$ cat src/hdl/jsu_pkg.sv
// Package for the JSON string unescaper: input/result codes, group type,
// character constants and small decode helpers. No dependencies.
`default_nettype none

package jsu_pkg;

	// Input action codes
	localparam logic [1:0] ACT_BYTE  = 2'd0;
	localparam logic [1:0] ACT_START = 2'd1;
	localparam logic [1:0] ACT_EOT   = 2'd2;

	// Result kinds
	typedef enum logic [1:0] {
		KIND_BYTE  = 2'd0,
		KIND_DONE  = 2'd1,
		KIND_ERROR = 2'd2
	} kind_t;

	// Characters that steer the decoder
	localparam logic [7:0] CH_QUOTE  = 8'h22;
	localparam logic [7:0] CH_BSLASH = 8'h5C;
	localparam logic [7:0] CH_U      = 8'h75;

	// UTF-8 lead and continuation marks
	localparam logic [7:0] UTF_CONT  = 8'h80;
	localparam logic [7:0] UTF_LEAD2 = 8'hC0;
	localparam logic [7:0] UTF_LEAD3 = 8'hE0;
	localparam logic [15:0] CP_LIM1  = 16'h0080;
	localparam logic [15:0] CP_LIM2  = 16'h0800;

	// Most result beats one input item can cause
	localparam int unsigned MAX_RES = 3;

	// Group of result beats produced by one item
	typedef struct packed {
		logic [1:0]              cnt;
		kind_t [MAX_RES-1:0]     kind;
		logic [MAX_RES-1:0][7:0] data;
	} grp_t;

	// Hex digit value; bit 4 set when the byte is not a hex digit
	function automatic logic [4:0] hex_value(input logic [7:0] b);
		logic [4:0] v;
		if (b >= 8'h30 && b <= 8'h39)
			v = {1'b0, 4'(b - 8'h30)};
		else if (b >= 8'h61 && b <= 8'h66)
			v = {1'b0, 4'(b - 8'h57)};
		else if (b >= 8'h41 && b <= 8'h46)
			v = {1'b0, 4'(b - 8'h37)};
		else
			v = 5'h10;
		return v;
	endfunction

	// Single-byte escape letter to byte; bit 8 set when the letter is known
	function automatic logic [8:0] esc_map(input logic [7:0] b);
		logic [8:0] r;
		unique case (b)
			8'h22:   r = {1'b1, 8'h22};
			8'h5C:   r = {1'b1, 8'h5C};
			8'h2F:   r = {1'b1, 8'h2F};
			8'h6E:   r = {1'b1, 8'h0A};
			8'h74:   r = {1'b1, 8'h09};
			8'h72:   r = {1'b1, 8'h0D};
			8'h62:   r = {1'b1, 8'h08};
			8'h66:   r = {1'b1, 8'h0C};
			default: r = 9'h000;
		endcase
		return r;
	endfunction

endpackage

`default_nettype wire

$ cat src/hdl/jsu_if.sv
// Valid/ready channel interfaces for the JSON string unescaper.
`default_nettype none

interface jsu_in_if;
	logic       valid;
	logic       ready;
	logic [1:0] action;
	logic [7:0] in_byte;

	modport source (output valid, output action, output in_byte, input ready);
	modport sink   (input valid, input action, input in_byte, output ready);
endinterface

interface jsu_out_if;
	logic       valid;
	logic       ready;
	logic [1:0] kind;
	logic [7:0] out_byte;
	logic       last;

	modport source (output valid, output kind, output out_byte, output last, input ready);
	modport sink   (input valid, input kind, input out_byte, input last, output ready);
endinterface

`default_nettype wire

$ cat src/hdl/json_string_unescape.sv
// Top level of the JSON string unescaper.
// Depends on jsu_pkg, jsu_if, jsu_decode and jsu_emit.
`default_nettype none

// Decodes a quoted JSON string one byte per input beat. An item waits in an
// input register, is decoded against the string state, and its results (none,
// one, or up to three UTF-8 bytes for a \u escape) are loaded into a result
// group register that drives the result channel. Items that give zero or one
// result flow at one per cycle while the output is ready; a \u escape that
// expands to two or three UTF-8 bytes holds the input while the group register
// sends its bytes one per cycle while the output is ready. An input beat goes
// through the input register, then the group register, to its first result.
// A new input beat is taken while a finished result still waits on the output.
module json_string_unescape (
	input  wire logic clk,
	input  wire logic arst_n,
	jsu_in_if.sink    item,
	jsu_out_if.source result
);
	import jsu_pkg::*;

	grp_t grp;
	logic grp_load;
	logic grp_free;

	jsu_decode u_decode (
		.clk      (clk),
		.arst_n   (arst_n),
		.in_valid (item.valid),
		.in_ready (item.ready),
		.action   (item.action),
		.in_byte  (item.in_byte),
		.grp_free (grp_free),
		.grp_load (grp_load),
		.grp      (grp)
	);

	jsu_emit u_emit (
		.clk       (clk),
		.arst_n    (arst_n),
		.grp_load  (grp_load),
		.grp       (grp),
		.grp_free  (grp_free),
		.out_valid (result.valid),
		.out_ready (result.ready),
		.kind      (result.kind),
		.out_byte  (result.out_byte),
		.last      (result.last)
	);

endmodule

`default_nettype wire

$ cat src/hdl/jsu_decode.sv
// Input register, string state machine and per-item result group decode.
// Depends on jsu_pkg.
`default_nettype none

module jsu_decode (
	input  wire logic         clk,
	input  wire logic         arst_n,
	input  wire logic         in_valid,
	output logic              in_ready,
	input  wire logic [1:0]   action,
	input  wire logic [7:0]   in_byte,
	input  wire logic         grp_free,
	output logic              grp_load,
	output jsu_pkg::grp_t     grp
);
	import jsu_pkg::*;

	typedef enum logic [1:0] {
		M_IDLE = 2'd0,
		M_STR  = 2'd1,
		M_ESC  = 2'd2,
		M_HEX  = 2'd3
	} mode_t;

	mode_t       mode_q, mode_d;
	logic [1:0]  hex_seen_q, hex_seen_d;
	logic [15:0] cp_q, cp_d;

	logic        valid_s1;
	logic [1:0]  action_s1;
	logic [7:0]  byte_s1;

	logic        adv;
	logic [4:0]  hv;
	logic [8:0]  esc;
	logic [15:0] cp_new;
	grp_t        g;

	assign hv     = hex_value(byte_s1);
	assign esc    = esc_map(byte_s1);
	assign cp_new = {cp_q[11:0], hv[3:0]};

	// Decode the held item against the current state
	always_comb begin
		mode_d     = mode_q;
		hex_seen_d = hex_seen_q;
		cp_d       = cp_q;
		g          = '0;
		if (action_s1 == ACT_EOT) begin
			if (mode_q != M_IDLE) begin
				g.cnt     = 2'd1;
				g.kind[0] = KIND_ERROR;
				mode_d     = M_IDLE;
				hex_seen_d = '0;
				cp_d       = '0;
			end
		end else if (action_s1 == ACT_START) begin
			if (byte_s1 != CH_QUOTE) begin
				g.cnt     = 2'd1;
				g.kind[0] = KIND_ERROR;
				mode_d    = M_IDLE;
			end else begin
				mode_d = M_STR;
			end
			hex_seen_d = '0;
			cp_d       = '0;
		end else if (action_s1 == ACT_BYTE) begin
			unique case (mode_q)
				M_IDLE: begin
				end
				M_STR: begin
					if (byte_s1 == CH_QUOTE) begin
						g.cnt     = 2'd1;
						g.kind[0] = KIND_DONE;
						mode_d    = M_IDLE;
					end else if (byte_s1 == CH_BSLASH) begin
						mode_d = M_ESC;
					end else begin
						g.cnt     = 2'd1;
						g.data[0] = byte_s1;
					end
				end
				M_ESC: begin
					if (byte_s1 == CH_U) begin
						mode_d     = M_HEX;
						hex_seen_d = '0;
						cp_d       = '0;
					end else if (esc[8]) begin
						g.cnt     = 2'd1;
						g.data[0] = esc[7:0];
						mode_d    = M_STR;
					end else begin
						g.cnt      = 2'd1;
						g.kind[0]  = KIND_ERROR;
						mode_d     = M_IDLE;
						hex_seen_d = '0;
						cp_d       = '0;
					end
				end
				M_HEX: begin
					if (hv[4]) begin
						g.cnt      = 2'd1;
						g.kind[0]  = KIND_ERROR;
						mode_d     = M_IDLE;
						hex_seen_d = '0;
						cp_d       = '0;
					end else if (hex_seen_q != 2'd3) begin
						cp_d       = cp_new;
						hex_seen_d = hex_seen_q + 2'd1;
					end else begin
						// Encode the gathered code point as UTF-8
						if (cp_new < CP_LIM1) begin
							g.cnt     = 2'd1;
							g.data[0] = cp_new[7:0];
						end else if (cp_new < CP_LIM2) begin
							g.cnt     = 2'd2;
							g.data[0] = UTF_LEAD2 | {3'b000, cp_new[10:6]};
							g.data[1] = UTF_CONT | {2'b00, cp_new[5:0]};
						end else begin
							g.cnt     = 2'd3;
							g.data[0] = UTF_LEAD3 | {4'h0, cp_new[15:12]};
							g.data[1] = UTF_CONT | {2'b00, cp_new[11:6]};
							g.data[2] = UTF_CONT | {2'b00, cp_new[5:0]};
						end
						mode_d     = M_STR;
						hex_seen_d = '0;
						cp_d       = '0;
					end
				end
				default: begin
				end
			endcase
		end
	end

	// Advance when nothing is produced or the group stage can take it
	assign adv      = valid_s1 && (g.cnt == 2'd0 || grp_free);
	assign in_ready = !valid_s1 || adv;
	assign grp_load = adv && (g.cnt != 2'd0);
	assign grp      = g;

	// Hold the input beat and the string state
	always_ff @(posedge clk or negedge arst_n) begin
		if (!arst_n) begin
			valid_s1   <= 1'b0;
			mode_q     <= M_IDLE;
			hex_seen_q <= '0;
			cp_q       <= '0;
		end else begin
			if (in_ready)
				valid_s1 <= in_valid;
			if (adv) begin
				mode_q     <= mode_d;
				hex_seen_q <= hex_seen_d;
				cp_q       <= cp_d;
			end
		end
	end

	always_ff @(posedge clk) begin
		if (in_ready && in_valid) begin
			action_s1 <= action;
			byte_s1   <= in_byte;
		end
	end

endmodule

`default_nettype wire

$ cat src/hdl/jsu_emit.sv
// Result group register that sends one result beat per cycle while the output is ready.
// Depends on jsu_pkg.
`default_nettype none

module jsu_emit (
	input  wire logic          clk,
	input  wire logic          arst_n,
	input  wire logic          grp_load,
	input  wire jsu_pkg::grp_t grp,
	output logic               grp_free,
	output logic               out_valid,
	input  wire logic          out_ready,
	output logic [1:0]         kind,
	output logic [7:0]         out_byte,
	output logic               last
);
	import jsu_pkg::*;

	logic       grp_valid_q;
	grp_t       grp_q;
	logic [1:0] idx_q;
	logic       at_last;
	logic       fire;

	assign at_last   = (idx_q == grp_q.cnt - 2'd1);
	assign fire      = grp_valid_q && out_ready;
	assign grp_free  = !grp_valid_q || (out_ready && at_last);

	assign out_valid = grp_valid_q;
	assign kind      = grp_q.kind[idx_q];
	assign out_byte  = grp_q.data[idx_q];
	assign last      = at_last;

	// Step through the group, reload when the last beat leaves
	always_ff @(posedge clk or negedge arst_n) begin
		if (!arst_n) begin
			grp_valid_q <= 1'b0;
			idx_q       <= '0;
		end else if (grp_free) begin
			grp_valid_q <= grp_load;
			idx_q       <= '0;
		end else if (fire) begin
			idx_q <= idx_q + 2'd1;
		end
	end

	always_ff @(posedge clk) begin
		if (grp_free && grp_load)
			grp_q <= grp;
	end

endmodule

`default_nettype wire

$ cat src/flat_wrapper.sv
// flat-port wrapper written by rule: the top's interface ports become plain ports
module json_string_unescape_flat import jsu_pkg::*;
  (clk, arst_n, item_valid, item_action, item_in_byte, item_ready, result_valid, result_kind, result_out_byte, result_last, result_ready);
  jsu_in_if item_i ();
  jsu_out_if result_i ();
  input  wire logic clk;
  input  wire logic arst_n;
  input wire logic [$bits(item_i.valid)-1:0] item_valid;
  input wire logic [$bits(item_i.action)-1:0] item_action;
  input wire logic [$bits(item_i.in_byte)-1:0] item_in_byte;
  output wire logic [$bits(item_i.ready)-1:0] item_ready;
  output wire logic [$bits(result_i.valid)-1:0] result_valid;
  output wire logic [$bits(result_i.kind)-1:0] result_kind;
  output wire logic [$bits(result_i.out_byte)-1:0] result_out_byte;
  output wire logic [$bits(result_i.last)-1:0] result_last;
  input wire logic [$bits(result_i.ready)-1:0] result_ready;
  assign item_i.valid = item_valid;
  assign item_i.action = item_action;
  assign item_i.in_byte = item_in_byte;
  assign item_ready = item_i.ready;
  assign result_valid = result_i.valid;
  assign result_kind = result_i.kind;
  assign result_out_byte = result_i.out_byte;
  assign result_last = result_i.last;
  assign result_i.ready = result_ready;
  json_string_unescape u_core (.clk(clk), .arst_n(arst_n), .item(item_i), .result(result_i));
endmodule
$ cat config.mk
export PLATFORM = sky130hd
export DESIGN_NAME = json_string_unescape_flat
export DESIGN_NICKNAME = d
export VERILOG_FILES = /design/src/hdl/jsu_pkg.sv /design/src/hdl/jsu_if.sv /design/src/hdl/json_string_unescape.sv /design/src/hdl/jsu_decode.sv /design/src/hdl/jsu_emit.sv /design/src/flat_wrapper.sv
export SDC_FILE = /design/constraint.sdc
export NUM_CORES = 1
export LEC_CHECK = 0
export BUFFER_PORTS_ARGS = -buffer_cell sky130_fd_sc_hd__buf_2
export CORE_UTILIZATION = 45
export DETAILED_ROUTE_END_ITERATION = 10
export HOLD_SLACK_MARGIN = 0.15
export PLACE_DENSITY = 0.67
export SYNTH_ARGS = -nofsm -noshare
export SYNTH_HDL_FRONTEND = slang
export SYNTH_SLANG_ARGS = --single-unit
$ cat constraint.sdc
create_clock -name clk -period 4.2 [get_ports clk]
set_input_delay 0.42 -clock clk [delete_from_list [all_inputs] [get_ports clk]]
set_output_delay 0.42 -clock clk [all_outputs]
set_load 0.05 [all_outputs]
==> results.json <==
{
  "path_clk_slew_ns": 0.10,
  "synth_flop_cell": "edfxtp_1",
  "fin_crit_ns": 3.52,
  "wl_per_cell_um": 16.3,
  "viasPerCell": 5.62,
  "required_ns": 4.40,
  "p_comb_share_pct": 36.2,
  "drive_gt1_share_pct": 17.2,
  "hold_viol": 0,
  "grt_pass1_wl_um": 12000,
  "worst_pin_slew_ns": 0.967,
  "synth_area_um2": 3290,
  "fmax_mhz": 284,
  "crit_path_end_kind": "flip-flop",
  "layout_commonest_cell": "nand2_1",
  "grt_setup_unrepaired": "no",
  "io_pins": 27,
  "area_delta_synth_final_pct": 11.6,
  "rows": 30,
  "drv_cap": 0,
  "drcViolationCount": 0,
  "criticalPathCategory": "flip-flop to flip-flop",
  "antenna_cells": 0,
  "track_usage_pct": 20.7,
  "holdWs_ns": 0.273,
  "drv_slew": 0,
  "slew_headroom_pct": 35.3,
  "start_util_pct": 47.6,
  "critPathMaxFanout": 14,
  "drt_iter0_markers": 240,
  "chipHeight_um": 87.5,
  "syn_inst": 331,
  "start_kind": "flip-flop",
  "core_area_um2": 6910,
  "drtPass1Iterations": 6,
  "min_period_over_period_pct": 83.8,
  "portBuffers": 26,
  "clock_sinks": 56,
  "final-setup-viol-count": 0,
  "arrival_ns": 3.72,
  "hold_path.class": "input pin to flip-flop",
  "status": "finished clean",
  "vias": 2563,
  "cts-root-buf": "clkbuf_8",
  "async_flop_share_pct": 35.7,
  "ys_ff_latch": 56,
  "die-area_um2": 7650,
  "total_power_mw": 1.85,
  "gp_congestion": 0.954,
  "grt_max_degree": 27,
  "p_int_mw": 1.10,
  "yosys_warnings": 0,
  "pwr-share-clk_pct": 22.9,
  "tritoncts": "built",
  "ys_seq_area_share_pct": 48.1,
  "power.density_nw_per_um2": 503,
  "first_global_vias": 2417,
  "dp_hpwl_um": 5660,
  "avgSynthCellArea_um2": 9.93,
  "grt_overflow": 0,
  "drtAntennaViolNets": 0,
  "drt-total-wl_um": 7430,
  "swShare_pct": 40.4,
  "syn_nets": 354,
  "ir_drop_mv": 0.191,
  "final_cell_mix": "41 x nand2_1, 39 x nor2_1, 36 x edfxtp_1",
  "synth-edff-count": 36,
  "cellLeakagePower_nw": 1.44,
  "ys_types": 60,
  "postCtsSetupRepairBufs": 0,
  "antenna_found_initial": 0,
  "htreeDepth": 2,
  "fin_nets": 382,
  "skew_ns": 0.00840,
  "insertion_delay_ns": 0.32,
  "ctsResizeCount": 0,
  "cts_made_buffers": 5,
  "pwr-share-seq_pct": 40.9,
  "clockBufferDepth": 2,
  "p_sw_uw": 745,
  "setup_tns_ns": 0,
  "die_x_um": 87.5
}
[worst max-delay path, stage by stage (launching register included)]
cell and delay (ns):
edfxtp_1 0.52, inv_1 0.13, ha_1 0.16, or3b_2 0.52
o31ai_1 0.27, o211a_1 0.23, o211ai_2 0.11, a311o_1 0.41
or3_1 0.64, mux2_4 0.41
[power groups by stage]
stage	Sequential (mW)	Combinational, mW	Clock [mW]
floorplan	0.721	0.574	0
global placement	0.764	0.662	0
detailed placement	0.767	0.669	0
CTS	0.755	0.671	0.429
global route	0.766	0.718	0.450
finish	0.754	0.668	0.423
[synth_stat cells (6+ instances only)]
cell,instances,area [um2]
inv_1,18,67.6
nor2b_1,11,68.8
ha_1,9,113
nor2_1,39,146
dfrtp_1,20,500
edfxtp_1,36,1080
clkbuf_1,11,41.3
a21oi_1,23,115
mux2i_1,15,150
nand2_1,41,154
mux2_2,6,67.6
o21ai_0,16,80.1
[state kept, by name, summed over array words and instances (netlist names)]
signal and cells:
u_core.u_emit.idx_q 2, u_core.u_decode.valid_s1 1, u_core.u_decode.byte_s1 8, u_core.u_decode.mode_q 2, u_core.u_decode.action_s1 2, u_core.u_decode.hex_seen_q 2, u_core.u_decode.cp_q 12, u_core.u_emit.out_valid 1
u_core.u_emit.grp_q 26
[area by class of cell]
type | instances | area, um2
Tap cell | 96 | 120
Clock buffer | 5 | 68.8
Sequential cell | 56 | 1580
Clock inverter | 3 | 68.8
Inverter | 18 | 67.6
Timing Repair Buffer | 34 | 193
Fill cell | 632 | 3240
Multi-Input combinational cell | 244 | 1570
[per-layer routing]
metal,global-route usage [%],vias up,part of all wire [%]
met5,0,-,0
met4,5.66,0,1.6
met3,3.51,12,4.9
met2,35.7,110,48
met1,26.9,1187,45
li1,-,1254,-
[repair_timing]
action                     in CTS  in global routing
setup endpoints to repair       0                  0
hold endpoints to repair       20                  0
hold buffers                    1                  0
[through the flow]
step	area, um2	std cells	utilization, %	setup slack [ns]
after floorplan	3290	331	-	0.296
after global placement	3520	447	51.0	0.822
after detailed placement	3520	447	51.0	0.744
after CTS	3670	456	53.1	0.721
after global routing	3670	456	53.1	0.517
final	3670	456	53.1	0.680
[cell families (layout without fill, tap and decap cells)]
kind of cell    count (synthesis)  count (layout)  synth area share, %
xor+xnor                        3               3                0.800
mux                            23              23                 7.54
simple gates                  135             135                 20.8
compound gates                 74              74                 15.0
flops                          56              56                 48.1
buf+inv                        31              60                 4.26
fa+ha+maj                       9               9                 3.43
[worst paths after layout]
check | from | end | slack (ns) | cells after the start
worst max-delay path | u_core.u_decode.byte_s1[0]$_DFFE_PP_ | u_core.u_decode.hex_seen_q[0]$_DFFE_PN0P_ | 0.68 | 9
worst min-delay path | item_in_byte[5] | u_core.u_decode.byte_s1[5]$_DFFE_PP_ | 0.27 | 1
worst max register to register | u_core.u_decode.byte_s1[0]$_DFFE_PP_ | u_core.u_decode.hex_seen_q[0]$_DFFE_PN0P_ | 0.68 | 9
worst min register to register | u_core.u_decode.hex_seen_q[1]$_DFFE_PN0P_ | u_core.u_decode.hex_seen_q[1]$_DFFE_PN0P_ | 0.53 | 1
max in group asynchronous | arst_n | u_core.u_decode.cp_q[5]$_DFFE_PN0P_ | 3.28 | 2
min in group asynchronous | arst_n | u_core.u_decode.valid_s1$_DFFE_PN0P_ | 0.58 | 2
Power figures use the tool's default switching activity.
